[src/rtl/owbm_pkg.sv]
package owbm_pkg;

    localparam int BITS_PER_BYTE = 8;
    localparam int BIT_INDEX_W   = 3;
    localparam int CFG_W         = 10;
    localparam int CFG_COUNT     = 8;
    localparam int CFG_INDEX_W   = 3;

    typedef enum logic [CFG_INDEX_W-1:0] {
        REG_RESET_LOW     = 3'd0,
        REG_PRESENCE_WAIT = 3'd1,
        REG_RESET_RECOVER = 3'd2,
        REG_WRITE_ONE_LOW = 3'd3,
        REG_WRITE_ZERO_LOW = 3'd4,
        REG_SLOT          = 3'd5,
        REG_READ_LOW      = 3'd6,
        REG_READ_SAMPLE   = 3'd7
    } cfg_index_t;

    localparam logic [CFG_W-1:0] CFG_RESET [CFG_COUNT] = '{
        10'd480, 10'd70, 10'd410, 10'd6, 10'd60, 10'd70, 10'd6, 10'd15
    };

    typedef enum logic [1:0] {
        OP_NONE  = 2'd0,
        OP_RESET = 2'd1,
        OP_WRITE = 2'd2,
        OP_READ  = 2'd3
    } op_t;

    typedef enum logic [5:0] {
        PH_IDLE        = 6'b000001,
        PH_RST_LOW     = 6'b000010,
        PH_RST_WAIT    = 6'b000100,
        PH_RST_RECOVER = 6'b001000,
        PH_WRITE       = 6'b010000,
        PH_READ        = 6'b100000
    } phase_t;

    // One result word as it sits in the output stage.
    typedef struct packed {
        logic       drive_low;
        logic       busy_res;
        logic       done_res;
        logic [7:0] read_byte;
        logic       presence_level;
    } result_t;

    // A duration of zero counts as one tick.
    function automatic logic [CFG_W-1:0] seg_len(input logic [CFG_W-1:0] v);
        seg_len = (v == '0) ? CFG_W'(1) : v;
    endfunction

endpackage

[src/rtl/one_wire_bus_master_unit.sv]
// One-wire bus master timing sequencer. Each input word is one microsecond tick carrying an
// optional command (reset pulse, write byte, read byte), the byte to send and the sampled bus
// level; each accepted word yields exactly one result word with the bus drive for that tick,
// busy, a done pulse on the last tick of a command, the byte of the last completed read and the
// presence level of the last reset. A command is taken only while the sequencer is idle; while
// busy the operation field is ignored. Bytes go out and come in LSB first, one slot per bit.
// Throughput is one word per clock cycle unless stalled: the whole sequencer step (segment
// counter compare, bit index and shift register update) is one combinational pass from the
// state registers into the result register. A two-entry output stage (result register plus a
// skid register) lets the block keep taking ticks while a result waits; in_stall is raised only
// when both entries are full. Durations come from eight 10-bit registers written through the
// cfg_we/cfg_index/cfg_data port, which should only be written while the block is idle.
module one_wire_bus_master_unit (
    input  logic                               clk,
    input  logic                               rst_n,
    // Input channel.
    input  logic                               in_valid,
    output logic                               in_stall,
    input  logic [1:0]                         operation,
    input  logic [7:0]                         data_byte,
    input  logic                               line_level,
    // Output channel.
    output logic                               out_valid,
    input  logic                               out_stall,
    output logic                               drive_low,
    output logic                               busy_res,
    output logic                               done_res,
    output logic [7:0]                         read_byte,
    output logic                               presence_level,
    // Configuration write port.
    input  logic                               cfg_we,
    input  logic [owbm_pkg::CFG_INDEX_W-1:0]   cfg_index,
    input  logic [owbm_pkg::CFG_W-1:0]         cfg_data
);

    // Configuration registers.
    logic [owbm_pkg::CFG_W-1:0] cfg_reg [owbm_pkg::CFG_COUNT];

    // Sequencer state.
    owbm_pkg::phase_t                  phase_reg, phase_next;
    logic [owbm_pkg::CFG_W-1:0]        tick_count_reg, tick_count_next;
    logic [owbm_pkg::BIT_INDEX_W-1:0]  bit_index_reg, bit_index_next;
    logic [7:0]                        shift_byte_reg, shift_byte_next;
    logic                              presence_flag_reg, presence_flag_next;
    logic [7:0]                        last_read_reg, last_read_next;

    // Output stage.
    owbm_pkg::result_t out_reg, skid_reg, result;
    logic              out_valid_reg, skid_valid_reg;

    // State after a possible command start on this tick.
    owbm_pkg::phase_t                  phase_eff;
    logic [owbm_pkg::CFG_W-1:0]        tc_eff;
    logic [owbm_pkg::BIT_INDEX_W-1:0]  bi_eff;
    logic [7:0]                        sh_eff;
    logic [7:0]                        sh_read;
    logic [owbm_pkg::CFG_W:0]          tc_plus;
    logic [owbm_pkg::CFG_W-1:0]        slot_len;
    logic [owbm_pkg::CFG_W-1:0]        low_len;
    logic [owbm_pkg::CFG_W-1:0]        sample_pt;
    logic                              slot_end;
    logic                              last_bit;
    logic                              drive, busy, done;
    logic                              in_accept;
    owbm_pkg::op_t                     op_in;

    assign op_in     = owbm_pkg::op_t'(operation);
    assign in_stall  = skid_valid_reg;
    assign in_accept = in_valid && !skid_valid_reg;

    always_ff @(posedge clk or negedge rst_n)
    begin
        if (!rst_n)
        begin
            for (int i = 0; i < owbm_pkg::CFG_COUNT; i++)
            begin
                cfg_reg[i] <= owbm_pkg::CFG_RESET[i];
            end
        end
        else if (cfg_we)
        begin
            cfg_reg[cfg_index] <= cfg_data;
        end
    end

    always_comb
    begin
        phase_eff = phase_reg;
        tc_eff    = tick_count_reg;
        bi_eff    = bit_index_reg;
        sh_eff    = shift_byte_reg;
        if (phase_reg == owbm_pkg::PH_IDLE && op_in != owbm_pkg::OP_NONE)
        begin
            tc_eff = '0;
            bi_eff = '0;
            unique case (op_in)
                owbm_pkg::OP_RESET: phase_eff = owbm_pkg::PH_RST_LOW;
                owbm_pkg::OP_WRITE: phase_eff = owbm_pkg::PH_WRITE;
                default:            phase_eff = owbm_pkg::PH_READ;
            endcase
            sh_eff = (op_in == owbm_pkg::OP_WRITE) ? data_byte : 8'd0;
        end
    end

    always_comb
    begin
        tc_plus  = {1'b0, tc_eff} + 11'd1;
        slot_len = owbm_pkg::seg_len(cfg_reg[owbm_pkg::REG_SLOT]);
        slot_end = tc_plus >= {1'b0, slot_len};
        last_bit = ({1'b0, bi_eff} + 4'd1) >= 4'(owbm_pkg::BITS_PER_BYTE);
        low_len  = sh_eff[0] ? cfg_reg[owbm_pkg::REG_WRITE_ONE_LOW]
                             : cfg_reg[owbm_pkg::REG_WRITE_ZERO_LOW];
        // A sample offset at or past the slot end falls on the last tick of the slot.
        sample_pt = (cfg_reg[owbm_pkg::REG_READ_SAMPLE] < slot_len)
                  ? cfg_reg[owbm_pkg::REG_READ_SAMPLE] : slot_len - 10'd1;
        sh_read = sh_eff;
        if (tc_eff == sample_pt)
        begin
            sh_read = (sh_eff >> 1)
                    | (8'({7'd0, line_level}) << (owbm_pkg::BITS_PER_BYTE - 1));
        end
    end

    always_comb
    begin
        phase_next         = phase_eff;
        tick_count_next    = tc_plus[owbm_pkg::CFG_W-1:0];
        bit_index_next     = bi_eff;
        shift_byte_next    = sh_eff;
        presence_flag_next = presence_flag_reg;
        last_read_next     = last_read_reg;
        drive              = 1'b0;
        busy               = 1'b0;
        done               = 1'b0;
        unique case (phase_eff)
            owbm_pkg::PH_RST_LOW:
            begin
                busy  = 1'b1;
                drive = 1'b1;
                if (tc_plus >= {1'b0, owbm_pkg::seg_len(cfg_reg[owbm_pkg::REG_RESET_LOW])})
                begin
                    phase_next      = owbm_pkg::PH_RST_WAIT;
                    tick_count_next = '0;
                end
            end
            owbm_pkg::PH_RST_WAIT:
            begin
                busy = 1'b1;
                if (tc_plus >= {1'b0,
                        owbm_pkg::seg_len(cfg_reg[owbm_pkg::REG_PRESENCE_WAIT])})
                begin
                    phase_next      = owbm_pkg::PH_RST_RECOVER;
                    tick_count_next = '0;
                end
            end
            owbm_pkg::PH_RST_RECOVER:
            begin
                busy = 1'b1;
                // The presence sample is taken on the first tick of recovery.
                if (tc_eff == '0)
                begin
                    presence_flag_next = line_level;
                end
                if (tc_plus >= {1'b0,
                        owbm_pkg::seg_len(cfg_reg[owbm_pkg::REG_RESET_RECOVER])})
                begin
                    phase_next      = owbm_pkg::PH_IDLE;
                    tick_count_next = '0;
                    done            = 1'b1;
                end
            end
            owbm_pkg::PH_WRITE:
            begin
                busy  = 1'b1;
                drive = tc_eff < low_len;
                if (slot_end)
                begin
                    shift_byte_next = sh_eff >> 1;
                    tick_count_next = '0;
                    if (last_bit)
                    begin
                        phase_next     = owbm_pkg::PH_IDLE;
                        bit_index_next = '0;
                        done           = 1'b1;
                    end
                    else
                    begin
                        bit_index_next = bi_eff + 3'd1;
                    end
                end
            end
            owbm_pkg::PH_READ:
            begin
                busy            = 1'b1;
                drive           = tc_eff < cfg_reg[owbm_pkg::REG_READ_LOW];
                shift_byte_next = sh_read;
                if (slot_end)
                begin
                    tick_count_next = '0;
                    if (last_bit)
                    begin
                        phase_next     = owbm_pkg::PH_IDLE;
                        bit_index_next = '0;
                        done           = 1'b1;
                        last_read_next = sh_read;
                    end
                    else
                    begin
                        bit_index_next = bi_eff + 3'd1;
                    end
                end
            end
            default:
            begin
                phase_next      = owbm_pkg::PH_IDLE;
                tick_count_next = '0;
            end
        endcase
    end

    always_comb
    begin
        result.drive_low      = drive;
        result.busy_res       = busy;
        result.done_res       = done;
        result.read_byte      = last_read_next;
        result.presence_level = presence_flag_next;
    end

    always_ff @(posedge clk or negedge rst_n)
    begin
        if (!rst_n)
        begin
            phase_reg         <= owbm_pkg::PH_IDLE;
            tick_count_reg    <= '0;
            bit_index_reg     <= '0;
            shift_byte_reg    <= '0;
            presence_flag_reg <= 1'b1;
            last_read_reg     <= '0;
        end
        else if (in_accept)
        begin
            phase_reg         <= phase_next;
            tick_count_reg    <= tick_count_next;
            bit_index_reg     <= bit_index_next;
            shift_byte_reg    <= shift_byte_next;
            presence_flag_reg <= presence_flag_next;
            last_read_reg     <= last_read_next;
        end
    end

    // The result register refills from the skid register first, so word order is kept.
    always_ff @(posedge clk or negedge rst_n)
    begin
        if (!rst_n)
        begin
            out_valid_reg  <= 1'b0;
            skid_valid_reg <= 1'b0;
        end
        else if (!out_valid_reg || !out_stall)
        begin
            out_valid_reg  <= skid_valid_reg || in_accept;
            skid_valid_reg <= 1'b0;
        end
        else if (in_accept)
        begin
            skid_valid_reg <= 1'b1;
        end
    end

    always_ff @(posedge clk)
    begin
        if (!out_valid_reg || !out_stall)
        begin
            out_reg <= skid_valid_reg ? skid_reg : result;
        end
        else if (in_accept)
        begin
            skid_reg <= result;
        end
    end

    assign out_valid      = out_valid_reg;
    assign drive_low      = out_reg.drive_low;
    assign busy_res       = out_reg.busy_res;
    assign done_res       = out_reg.done_res;
    assign read_byte      = out_reg.read_byte;
    assign presence_level = out_reg.presence_level;

endmodule

[config.mk]
export PLATFORM = sky130hd
export DESIGN_NAME = one_wire_bus_master_unit
export DESIGN_NICKNAME = d
export VERILOG_FILES = /design/src/rtl/owbm_pkg.sv /design/src/rtl/one_wire_bus_master_unit.sv
export SDC_FILE = /design/constraint.sdc
export NUM_CORES = 1
export LEC_CHECK = 0
export BUFFER_PORTS_ARGS = -buffer_cell sky130_fd_sc_hd__buf_2
export CAP_MARGIN = 20
export CORE_ASPECT_RATIO = 1.5
export CORE_MARGIN = 2
export CORE_UTILIZATION = 40
export DETAILED_ROUTE_END_ITERATION = 12
export MAX_ROUTING_LAYER = met4
export SLEW_MARGIN = 20
export SYNTH_ARGS = -nofsm -noshare
export SYNTH_HDL_FRONTEND = slang
export SYNTH_SLANG_ARGS = --single-unit
[constraint.sdc]
create_clock -name clk -period 6.8 [get_ports clk]
set_clock_uncertainty 0.15 [all_clocks]
set_input_delay 1.36 -clock clk [delete_from_list [all_inputs] [get_ports clk]]
set_output_delay 1.36 -clock clk [all_outputs]
set_load 0.02 [all_outputs]
Word level (Yosys, flattened, before mapping) --
Index checks and enable logic that the tools add are counted.
Storage, ports and cells: bits in writable memories 0, word-level logic and storage cells 116, input bits 29, memories 0, memory bits (read-only) 0, latch bits 0, register bits after elaboration 142
Operators by class: add/subtract/negate cells 4, magnitude comparators 10, shift-type cells 0, reduce and logical (&&, ||, !) cells 18, div/mod/pow operators 0, multipliers 0, bitwise gates (word level) 3, eq/ne operators 9, multiplexer cells 46
Operators with widths (number):
- $mux 10 | 12
- $bwmux 80 | 1
- $mux 8 | 7
- $logic_not 10->1 | 5
- $ge 11x10->1 | 4
- $pmux 10 s4 | 1
- $mux 6 | 6
- $demux 10 s3 | 1
- $lt 10x10->1 | 3
- $pmux 6 s4 | 1
- $pmux 8 s2 | 1
- $mux 12 | 1
- $mux 3 | 4
- $pmux 6 s2 | 1
- $add 10x1->11 const B | 1
- $eq 10x10->1 | 1
- $sub 10x1->10 const B | 1
- $ge 4x4->1 const B | 2
- $mux 1 | 8
- $or 7x8->8 | 1
- $eq 6x1->1 const B | 1
- $eq 6x2->1 const B | 1
- $eq 6x3->1 const B | 1
- $eq 6x4->1 const B | 1
- other kinds (18) | 24

Depth between registers and ports, before layout --
Gate-level depths: netlist of run 1.
word-level depth 10, gate-level depth with buffers 23

Worst setup path after synthesis of run 1 --
No wires, ideal clock.
path kind in2reg, start input port operation[0], end register tick_count_reg[0] (netlist bit), data required time 6.482 ns, buffers on the path 3, path slack 0.797 ns, cell stages on the path 21, arrival 5.685 ns, cell sequence inv_1 > ha_1 > nor3_1 > nand3_1 > clkbuf_1 > clkbuf_1 > buf_1 > nand2_1 > inv_1 > ha_1 > nand3_1 > or3_1 > a21oi_1 > ha_1 > o21a_1 > o21a_1 > o21ai_0 > o21ai_1 > nor2b_1 > a211oi_1 > a221oi_1
On the way: cells in the longest elaborated chain, start to end 7, elaborated cells between the ends (all ways) 23, those cells by class 1 x add/sub; 4 x order compare; 7 x eq/ne; 8 x mux; 3 x reduce/logical
RTL lines:
- start, declared | RTL line one_wire_bus_master_unit.sv:19 | input logic [1:0] operation,
- $reduce_bool 2->1 | RTL line one_wire_bus_master_unit.sv:92 | if (phase_reg == owbm_pkg::PH_IDLE && op_in != owbm_pkg::OP_NONE)
- $logic_and 1x1->1 | RTL line one_wire_bus_master_unit.sv:92
- $mux 10 | RTL line one_wire_bus_master_unit.sv:92
- $add 10x1->11 | RTL line one_wire_bus_master_unit.sv:107 | tc_plus = {1'b0, tc_eff} + 11'd1;
- $ge 11x10->1, on equally long branches
- $mux 10, on equally long branches
- $pmux 10 s4 * | RTL line one_wire_bus_master_unit.sv:135 | unique case (phase_eff)
- end signal, assigned | RTL line one_wire_bus_master_unit.sv:244 | tick_count_reg <= tick_count_next;
- end, declared | RTL line one_wire_bus_master_unit.sv:41 | logic [owbm_pkg::CFG_W-1:0] tick_count_reg, tick_count_next;
Mark *: on every way between the ends. The rest lies on a longest branch, timed or not. A chain may end at the register's enable or synchronous reset.

Worst setup path after layout of run 1 --
start input port operation[0], end register out_reg (netlist bit read_byte[2]), data pin
On the way: cells in the longest elaborated chain, start to end 9, elaborated cells between the ends (all ways) 22, those cells by class 2 x add/sub; 2 x order compare; 4 x eq/ne; 11 x mux; 1 x bitwise; 2 x reduce/logical
RTL lines:
- parallel branches: the longest is 7 deep, another holds $add 10x1->11
- $mux 8 * | RTL line one_wire_bus_master_unit.sv:135
- $mux 12 * | RTL line one_wire_bus_master_unit.sv:275 | out_reg <= skid_valid_reg ? skid_reg : result;
- end signal, assigned | RTL line one_wire_bus_master_unit.sv:275
- end, declared | RTL line one_wire_bus_master_unit.sv:48 | owbm_pkg::result_t out_reg, skid_reg, result;
Every way passes the cells marked *.

==> results of run 1 <==
==> final timing paths <==
check / end / slack [ns] / startpoint
setup reg to reg: read_byte[2]$_DFFE_PN_ / 1.82 / phase_reg[5]$_DFFE_PN0P_
hold reg to reg: last_read_reg[7]$_DFFE_PN0P_ / 0.33 / last_read_reg[7]$_DFFE_PN0P_
min in group asynchronous: cfg_reg[55]$_DFFE_PN0P_ / 0.89 / rst_n
max in group asynchronous: cfg_reg[30]$_DFFE_PN0P_ / 4.34 / rst_n
hold / removal: last_read_reg[7]$_DFFE_PN0P_ / 0.33 / last_read_reg[7]$_DFFE_PN0P_
setup / recovery: read_byte[2]$_DFFE_PN_ / 0.97 / operation[0]
==> area by class of cell <==
type,count,area [um^2]
Fill cell,2197,12100
Clock buffer,20,437
Sequential cell,142,3710
Multi-Input combinational cell,668,4860
Clock inverter,11,168
Inverter,63,236
Timing Repair Buffer,54,303
Tap cell,276,345
==> power by group through the flow <==
| stage | sequential, mW | clock, mW | combinational, mW |
|---|---|---|---|
| after floorplan | 1.19 | 0 | 1.04 |
| after global placement | 1.21 | 0 | 1.43 |
| after detailed placement | 1.22 | 0 | 1.44 |
| after CTS | 1.20 | 0.989 | 1.45 |
| after global routing | 1.23 | 1.02 | 1.62 |
| final | 1.20 | 0.970 | 1.45 |
==> cells in the mapped netlist, types with 23 or more instances <==
cell type   n  area (um^2)
ha_1       74          926
mux2i_1    25          250
a21oi_1    47          235
nor2_1     43          161
dfrtp_1    89         2230
edfxtp_1   24          721
nand3_1    23          115
dfstp_2    29          762
o21ai_0    62          310
mux2_2     59          664
inv_1      63          236
clkbuf_1   31          116
nand2_1    98          368
==> critical path, cell delays in order <==
cell	delay, ns
buf_2	0.10
inv_1	0.07
ha_1	0.24
or3_1	0.19
o31ai_1	0.09
buf_4	0.17
inv_1	0.19
ha_1	0.23
nand3_1	0.15
nor4_1	0.43
xnor2_1	0.14
nor2_1	0.35
ha_1	0.24
nor4_1	0.06
o211a_1	0.13
o21ai_1	0.57
nand3_1	0.68
a21oi_1	0.34
o22ai_1	0.09
==> stage by stage <==
step,hold WS [ns],utilization (%),power [mW],instances
2_1_floorplan,0.300,-,2.23,910
3_3_place_gp,0.315,42.7,2.64,1203
3_5_place_dp,0.320,42.7,2.66,1203
4_1_cts,0.334,45.4,3.64,1234
5_1_grt,0.364,45.5,3.87,1234
6_report,0.328,45.5,3.62,1234
==> logic make-up (layout without fill, tap and decap cells) <==
| kind of cell | count (synthesis) | in the layout |
|---|---|---|
| flops | 142 | 142 |
| buf+inv | 100 | 148 |
| xor+xnor | 17 | 17 |
| compound gates | 237 | 237 |
| simple gates | 256 | 256 |
| mux | 84 | 84 |
| fa+ha+maj | 74 | 74 |
==> routing by layer <==
layer | wire length [um] | global-route usage (%)
met5 | 0 | -
met4 | 951 | 9.43
met3 | 723 | 2.66
met2 | 12300 | 36.7
met1 | 9660 | 24.6
==> flow_summary_export.csv, run 1 <==
group,metric,value,unit
clock_network,postCtsSetupBuffers,0,
route,viasPerCell,5.65,
power,combPwrFrac,40.0,%
logic_synthesis,synthArstFlopShare,83.1,%
floorplan,start_util,40.4,%
final_layout,syn2layout_area_growth,12.6,%
final_layout,largest_reg_flops,80,
route,firstDrtPassIters,5,
worst_setup_path,crit_required,6.82,ns
timing,setup_viol_count_final,0,
worst_setup_path,criticalPathCategory,"in -> reg",
clock_network,tritoncts,"built",
timing,max_slew.worst_pin.slew,0.959,ns
timing,setup_tns,0,ns
final_layout,layout_common_cells,"nand2_1, dfrtp_1, ha_1, inv_1, o21ai_0",
global_routing,antenna_found_initial,0,
global_routing,overflow,0,
worst_setup_path,cp-start-kind,"input pin",
clock_network,cts.sinks,142,
logic_synthesis,ys_seq_elements,142,
power,ir_worst_vdd,0.178,mV
global_routing,grt_pass1_wl,37.9,mm
worst_setup_path,crit_path_end_kind,"flop",
clock_network,clk_pin_slew,0.06,ns
floorplan,die_h,187,um
logic_synthesis,synth_edf_count,24,
clock_network,ctsRootBufferMaster,"clkbuf_16",
timing,worst_slack,0.973,ns
final_layout,antenna_cells,0,
final_layout,fin_nets,1049,
route,wl_per_cell,19.2,um
clock_network,cts_buffers,17,
route,num_vias,6971,
logic_synthesis,synthSimpleGateAreaFrac,14.4,%
worst_setup_path,crit_arrival,5.85,ns
route,ant_nets,0,
power,pwr-share-clk,26.8,%
logic_synthesis,synth_compound_area_share,17.4,%
logic_synthesis,synth_xor_area_share,1.67,%
route,drc,0,
global_routing,grt_pass1_vias,6849,
global_routing,grt_max_degree,70,
final_layout,final_common_cell,"nand2_1",
power,switching_share,37.8,%
clock_network,ctsLongestPathBuffers,2,
clock_network,hold_buffers,0,
timing,post-route-min-period,5.83,ns
logic_synthesis,ys_types,71,
place,postPlaceCellArea,9440,um^2
power,p_leak,4.59,nW
final_layout,fin_area,10100,um^2
flow_run,cap_violations,0,
power,power_density,360,nW/um^2
clock_network,clk_latency,0.43,ns
power,p_switching,1.37,mW
power,p_int,2.26,mW
logic_synthesis,synth_warnings,0,
logic_synthesis,synth_top_family_by_area,"compound AO/OA/AOI/OAI gates",
timing,min_period_over_period,85.7,%
worst_setup_path,cp_max_fo,22,
outcome,status,"finished, final reports clean",
route,drt_wl_total,23.6,mm
global_routing,grtUsageTotal,21.3,%
logic_synthesis,syn_area,8930,um^2
logic_synthesis,synth.area.mux_share,10.2,%
floorplan,die_w,126,um
place,port_buffers,42,
timing,rsz0062_at_grt,"false",
floorplan,io-pin-count,43,
logic_synthesis,synth_cells,910,
place,dpl.hpwl,18.0,mm
logic_synthesis,yosysSeqAreaShare,41.5,%
logic_synthesis,synth-main-ff-cell,"dfrtp_1",
floorplan,dieArea,23600,um^2
floorplan,rows,67,
timing,fmax,172,MHz
logic_synthesis,avgSynthCellArea,9.82,um^2
timing,drv_slew,0,
timing,hold_viol_final,0,
logic_synthesis,synth_fp_nets,1013,
worst_setup_path,reg2reg_depth,16,
clock_network,post_cts_resized,0,
clock_network,htreeDepth,4,
logic_synthesis,synthAdderAreaFrac,10.4,%
worst_hold_path,hold_path.class,"reg -> reg",
place,gp_congestion,0.915,
power,pwr-share-seq,33.2,%
final_layout,final_layout_size_suffix_gt1_share,19.6,%
worst_hold_path,whs_path_depth,2,
timing,max_slew_margin,35.7,%
route,drt_iter0_drc,377,
place,dp_slack,0.591,ns
floorplan,core_area,22100,um^2
(Power assumes the default switching activity.)
==> run 2: changes to the inputs <==
RECOVER_POWER = 25   (was not set)
==> run 2 against run 1 <==
  * The run now ends with capacitance limit, slew limit left
  * Cell area hardly changed
  * Flip-flop and latch count stayed put
  * Critical path depth stayed put
  * Register-to-register slack hardly changed
  * Non-clock buffer count stayed put
  * Fmax hardly changed
  * Core utilization hardly changed
  * Worst hold slack hardly changed
  * Count of clock-buffer cells in the layout stayed put
  * Sequential power hardly changed
  * Die area stayed put
  * Highest routed layer unchanged
==> flow_summary_export.csv, run 2 (same netlist as run 1, synthesis figures left out) <==
group,metric,value,unit
global_routing,overflow,0,
final_layout,final_core_util,45.4,%
global_routing,grt_pass1_wl,37.9,mm
global_routing,grt_max_degree,70,
worst_setup_path,reg2reg_slack,1.82,ns
flow_run,cap_violations,1,
timing,setup_tns,0,ns
worst_hold_path,min_to,"last_read_reg[7]$_DFFE_PN0P_",
final_layout,multi_input_area,4860,um^2
timing,max_slew_margin,-163,%
power,p_leak,4.58,nW
final_layout,syn2layout_area_growth,12.5,%
clock_network,ctsRootBufferMaster,"clkbuf_16",
place,dpl.hpwl,18.0,mm
final_layout,final_common_cell,"nand2_1",
power,finalPower,3.62,mW
worst_setup_path,crit_path_end_kind,"flop",
timing,hold_viol_final,0,
route,ant_nets,0,
global_routing,grt_pass1_vias,6849,
final_layout,stdcell_count,1234,
worst_setup_path,worstReg2RegStart,"phase_reg[5]$_DFFE_PN0P_",
global_routing,grtUsageTotal,21.3,%
worst_hold_path,min-delay-start,"last_read_reg[7]$_DFFE_PN0P_",
final_layout,seq_area,3710,um^2
worst_hold_path,whs_path_depth,2,
place,port_buffers,42,
route,wl_per_cell,19.2,um
timing,min_period_over_period,85.7,%
floorplan,die_w,126,um
floorplan,dieArea,23600,um^2
route,firstDrtPassIters,5,
timing,post-route-min-period,5.83,ns
floorplan,start_util,40.4,%
outcome,status,"complete, but fails checks",
final_layout,largest_reg_flops,80,
clock_network,cts.sinks,142,
final_layout,final_layout_size_suffix_gt1_share,19.3,%
floorplan,rows,67,
final_layout,nFillCells,2202,
place,gp_congestion,0.915,
clock_network,cts_buffers,17,
place,dp_slack,0.591,ns
global_routing,antenna_found_initial,0,
worst_setup_path,cpPeakStageDelay,0.68,ns
timing,max_slew.worst_pin.slew,3.94,ns
floorplan,die_h,187,um
power,ir_worst_vdd,0.178,mV
timing,rsz0062_at_grt,"false",
clock_network,tritoncts,"built",
final_layout,antenna_cells,0,
timing,fmax,172,MHz
worst_hold_path,hold_path.class,"reg -> reg",
route,drt_wl_total,23.6,mm
worst_setup_path,criticalPathCategory,"in -> reg",
place,dp.cells,1203,
outcome,violations,"capacitance limit, slew limit",
worst_setup_path,crit_slowest_cell,"nand3_1",
floorplan,core_area,22100,um^2
route,drt_iter0_drc,377,
clock_network,htreeDepth,4,
final_layout,layout_common_cells,"nand2_1, dfrtp_1, ha_1, inv_1, o21ai_0",
timing,drv_slew,70,
worst_setup_path,path_common_cell,"ha_1",
clock_network,clk_pin_slew,0.06,ns
timing,setup_viol_count_final,0,
clock_network,hold_buffers,0,
clock_network,post_cts_resized,0,
floorplan,io-pin-count,43,
final_layout,fin_nets,1049,
power,power_density,361,nW/um^2
clock_network,clk_latency,0.43,ns
worst_setup_path,r2r-end,"read_byte[2]$_DFFE_PN_",
worst_setup_path,cp-start-kind,"input pin",
worst_setup_path,cp_max_fo,22,
route,num_vias,6965,
route,drc,0,
worst_setup_path,crit_required,6.82,ns
worst_setup_path,reg2reg_depth,16,
route,viasPerCell,5.64,
timing,worst_slack,0.973,ns
clock_network,ctsLongestPathBuffers,2,
worst_setup_path,crit_arrival,5.85,ns
clock_network,postCtsSetupBuffers,0,
worst_setup_path,path_cells,"buf_2 -> inv_1 -> ha_1 -> or3_1 -> o31ai_1 -> buf_4 -> inv_1 -> ha_1 -> nand3_1 -> nor4_1 -> xnor2_1 -> nor2_1 -> ha_1 -> nor4_1 -> o211a_1 -> o21ai_1 -> nand3_1 -> a21oi_1 -> o22ai_1",
run 2: critical path: cells and delay by family:
kind | cells | cell delay [ns]
AOI/OAI and AO/OA | 5 | 1.22
xor gates and xnor gates | 1 | 0.14
and+or+nand+nor | 6 | 1.87
buffers and inverters | 4 | 0.53
adders and majority gates | 3 | 0.71
run 2: worst max path at each step:
stage | start | endpoint | slack [ns] | cells past startpoint
after global routing | operation[1] | skid_reg[8]$_DFFE_PP_ | 0.49 | 19
after global placement | operation[0] | read_byte[2]$_DFFE_PN_ | 0.74 | 19
final | operation[0] | read_byte[2]$_DFFE_PN_ | 0.97 | 19
after floorplan | operation[0] | tick_count_reg[0]$_DFFE_PN0P_ | 0.80 | 21
after CTS | operation[0] | read_byte[2]$_DFFE_PN_ | 1.04 | 19
after detailed placement | operation[0] | read_byte[2]$_DFFE_PN_ | 0.59 | 19
run 2: per-stage QoR:
step	instance area (um^2)	hold slack, ns
final	10100	0.328
after global routing	10100	0.364
after CTS	10000	0.334
after detailed placement	9440	0.320
after global placement	9440	0.315
after floorplan	8930	0.300
run 2: report_power, final:
group          internal [mW]  total [mW]  switching, mW
clock                  0.610       0.970          0.360
sequential              1.07        1.20          0.137
combinational          0.577        1.45          0.873
run 2: cell type report:
class | instances | share of cell area (%)
multi-input combinational | 668 | 48.4
sequential | 142 | 36.9
clock buffer | 20 | 4.34
tap | 276 | 3.44
timing repair buffer | 54 | 2.93
inverter | 63 | 2.35
clock inverter | 11 | 1.67
run 2: per-layer routing:
layer / track usage, % / share of wire [%] / vias up
met5: - / 0 / -
met4: 9.43 / 4.0 / 0
met3: 2.66 / 3.0 / 46
met2: 36.7 / 52 / 158
met1: 24.6 / 41 / 3369
li1: - / - / 3392
==> run 3: changes to the inputs <==
--- a/config.mk
+++ b/config.mk
@@ -7,2 +7,3 @@
 export LEC_CHECK = 0
+export ABC_AREA = 1
 export BUFFER_PORTS_ARGS = -buffer_cell sky130_fd_sc_hd__buf_2
==> constraint.sdc (replaced) <==
create_clock -name clk -period 6.8 [get_ports clk]
set_clock_uncertainty 0.15 [all_clocks]
set_input_delay 0.68 -clock clk [delete_from_list [all_inputs] [get_ports clk]]
set_output_delay 0.68 -clock clk [all_outputs]
set_load 0.02 [all_outputs]
==> run 3 against run 2 <==
  * The run still ends with capacitance limit, slew limit left
  * Combinational power down 22%
  * Worst hold slack worse by 0.032 ns
  * Cell count up 18%
  * Synthesized cell count is 25% higher
  * Critical endpoint is now skid_reg[8]$_DFFE_PP_
  * Global-route usage grew 1.5 points
  * Die area rose by 0.27%
  * Largest cell class unchanged
==> flow_summary_export.csv, run 3 <==
group,metric,value,unit
worst_hold_path,hold_path.class,"in -> reg",
floorplan,dieArea,23600,um^2
timing,max_slew.worst_pin.slew,3.64,ns
global_routing,grt_pass1_vias,7599,
logic_synthesis,synth_fp_nets,1237,
timing,rsz0062_at_grt,"false",
final_layout,largest_reg_flops,80,
worst_setup_path,criticalPathCategory,"in -> reg",
place,port_buffers,42,
floorplan,rows,67,
clock_network,clk_latency,0.44,ns
timing,setup_viol_count_final,0,
place,gp_congestion,0.952,
clock_network,tritoncts,"built",
logic_synthesis,synth_top_area_share,24.9,%
timing,hold_viol_final,0,
final_layout,seq_area,3710,um^2
final_layout,fin_nets,1271,
timing,min_period_over_period,77.3,%
global_routing,overflow,0,
timing,max_slew_margin,-143,%
final_layout,multi_input_area,4510,um^2
final_layout,fin_area,10000,um^2
timing,drv_slew,65,
place,dpl.hpwl,18.6,mm
flow_run,cap_violations,1,
power,power_density,325,nW/um^2
final_layout,nFillCells,2294,
timing,hold_slack,0.296,ns
clock_network,post_cts_resized,0,
clock_network,cts.sinks,142,
final_layout,layout_common_cells,"nand2_1, inv_1, o21ai_0, dfrtp_1, nand3_1",
worst_setup_path,cp_max_fo,16,
logic_synthesis,synth_warnings,0,
route,drc,0,
worst_setup_path,crit_path_end_kind,"flop",
floorplan,die_h,187,um
logic_synthesis,synth.most_common_cell,"nand2_1",
logic_synthesis,yosysSeqAreaShare,41.4,%
floorplan,die_w,126,um
power,p_leak,5.08,nW
final_layout,final_layout_size_suffix_gt1_share,13.4,%
global_routing,grt_max_degree,65,
clock_network,ctsLongestPathBuffers,2,
clock_network,htreeDepth,4,
logic_synthesis,ys_seq_elements,142,
route,ant_nets,0,
final_layout,final_common_cell,"nand2_1",
global_routing,grtUsageTotal,22.8,%
clock_network,hold_buffers,0,
outcome,violations,"capacitance limit, slew limit",
timing,fmax,190,MHz
global_routing,grt_pass1_wl,40.4,mm
route,firstDrtPassIters,5,
outcome,status,"complete, but fails checks",
worst_setup_path,crit_arrival,5.30,ns
worst_setup_path,cp-start-kind,"input pin",
floorplan,start_util,40.5,%
logic_synthesis,yosys.area.top_type,"dfrtp_1",
timing,post-route-min-period,5.26,ns
floorplan,io-pin-count,43,
final_layout,antenna_cells,0,
final_layout,syn2layout_area_growth,11.7,%
logic_synthesis,syn_area,8960,um^2
logic_synthesis,synth_cells,1134,
route,wl_per_cell,17.0,um
logic_synthesis,synth-main-ff-cell,"dfrtp_1",
power,ir_worst_vdd,0.194,mV
clock_network,ctsRootBufferMaster,"clkbuf_16",
clock_network,clk_pin_slew,0.06,ns
route,drt_wl_total,24.8,mm
logic_synthesis,ys_types,49,
route,num_vias,7615,
worst_setup_path,crit_required,6.84,ns
logic_synthesis,synthArstFlopShare,83.1,%
logic_synthesis,synthTopCellsByCount,"nand2_1, inv_1, o21ai_0",
timing,worst_slack,1.54,ns
logic_synthesis,avgSynthCellArea,7.90,um^2
clock_network,cts_buffers,17,
place,dp_slack,1.12,ns
logic_synthesis,synth_edf_count,24,
timing,setup_tns,0,ns
floorplan,core_area,22100,um^2
global_routing,antenna_found_initial,0,
route,drt_iter0_drc,415,
logic_synthesis,synthTopCellsByArea,"dfrtp_1, nand2_1, ha_1",
clock_network,postCtsSetupBuffers,0,
route,viasPerCell,5.23,
place,postPlaceCellArea,9400,um^2
run 3: final timing paths:
kind                                          startpoint                            end  slack (ns)  cells after the start
max reg2reg                     phase_reg[0]$_DFFE_PN1P_          skid_reg[8]$_DFFE_PP_        1.60                     24
min                                             in_valid          out_valid$_DFFE_PN0N_        0.30                      3
min in group asynchronous                          rst_n         cfg_reg[6]$_DFFE_PN0P_        1.34                      1
max                                         operation[0]          skid_reg[8]$_DFFE_PP_        1.54                     26
max in group asynchronous                          rst_n       phase_reg[5]$_DFFE_PN0P_        2.96                      2
min reg2reg                presence_flag_reg$_DFFE_PN1P_  presence_flag_reg$_DFFE_PN1P_        0.32                      2
run 3: metrics by stage:
| stage | cells | utilization [%] | power [mW] |
|---|---|---|---|
| 2_1_floorplan | 1134 | - | 1.98 |
| 3_3_place_gp | 1425 | 42.5 | 2.28 |
| 3_5_place_dp | 1425 | 42.5 | 2.29 |
| 4_1_cts | 1457 | 45.3 | 3.27 |
| 5_1_grt | 1457 | 45.2 | 3.48 |
| 6_report | 1457 | 45.2 | 3.25 |
run 3: critical path: stages:
cell	delay [ns]
buf_2	0.10
inv_1	0.07
ha_1	0.16
nor3_2	0.04
nand3_2	0.25
clkinv_2	0.26
nor2_1	0.41
ha_1	0.32
inv_1	0.08
nor3_1	0.22
xor2_1	0.46
ha_1	0.33
nand2_1	0.06
nor2_1	0.05
nand2_1	0.06
o211ai_1	0.08
nand2_1	0.06
nand2_1	0.05
o21ai_0	0.16
inv_1	0.05
o21ai_0	0.28
nand2_2	0.25
nand2_1	0.16
nor2_2	0.13
or2_2	0.33
and2_1	0.16
run 3: cells by family after synthesis:
| kind of cell | share of synthesized area, % |
|---|---|
| DFF | 41.4 |
| muxes | 1.01 |
| AOI/OAI and AO/OA | 12.2 |
| and+or+nand+nor | 25.5 |
| xor gates and xnor gates | 1.27 |
| buffers and inverters | 8.23 |
| adders and majority gates | 10.3 |
run 3: final cells by class:
| type | count | share of cell area, % |
|---|---|---|
| clock inverters | 12 | 1.60 |
| inverters | 154 | 5.81 |
| clock buffers | 20 | 4.58 |
| flip-flops and latches | 142 | 37.1 |
| repair buffers | 47 | 2.41 |
| well taps | 276 | 3.45 |
| multi-input cells | 806 | 45.1 |
run 3: routing by layer:
layer / global-route usage (%) / vias up / part of all wire [%]
li1: - / 3800 / -
met3: 3.38 / 55 / 2.6
met1: 25.2 / 3607 / 40
met4: 11.5 / 0 / 4.3
met5: - / - / 0
met2: 39.6 / 153 / 53
run 3: where the power goes:
group	internal, mW	switching (mW)	leakage (nW)	total, mW
clock	0.600	0.377	0.300	0.978
sequential	1.04	0.0984	1.69	1.14
combinational	0.368	0.763	3.09	1.13
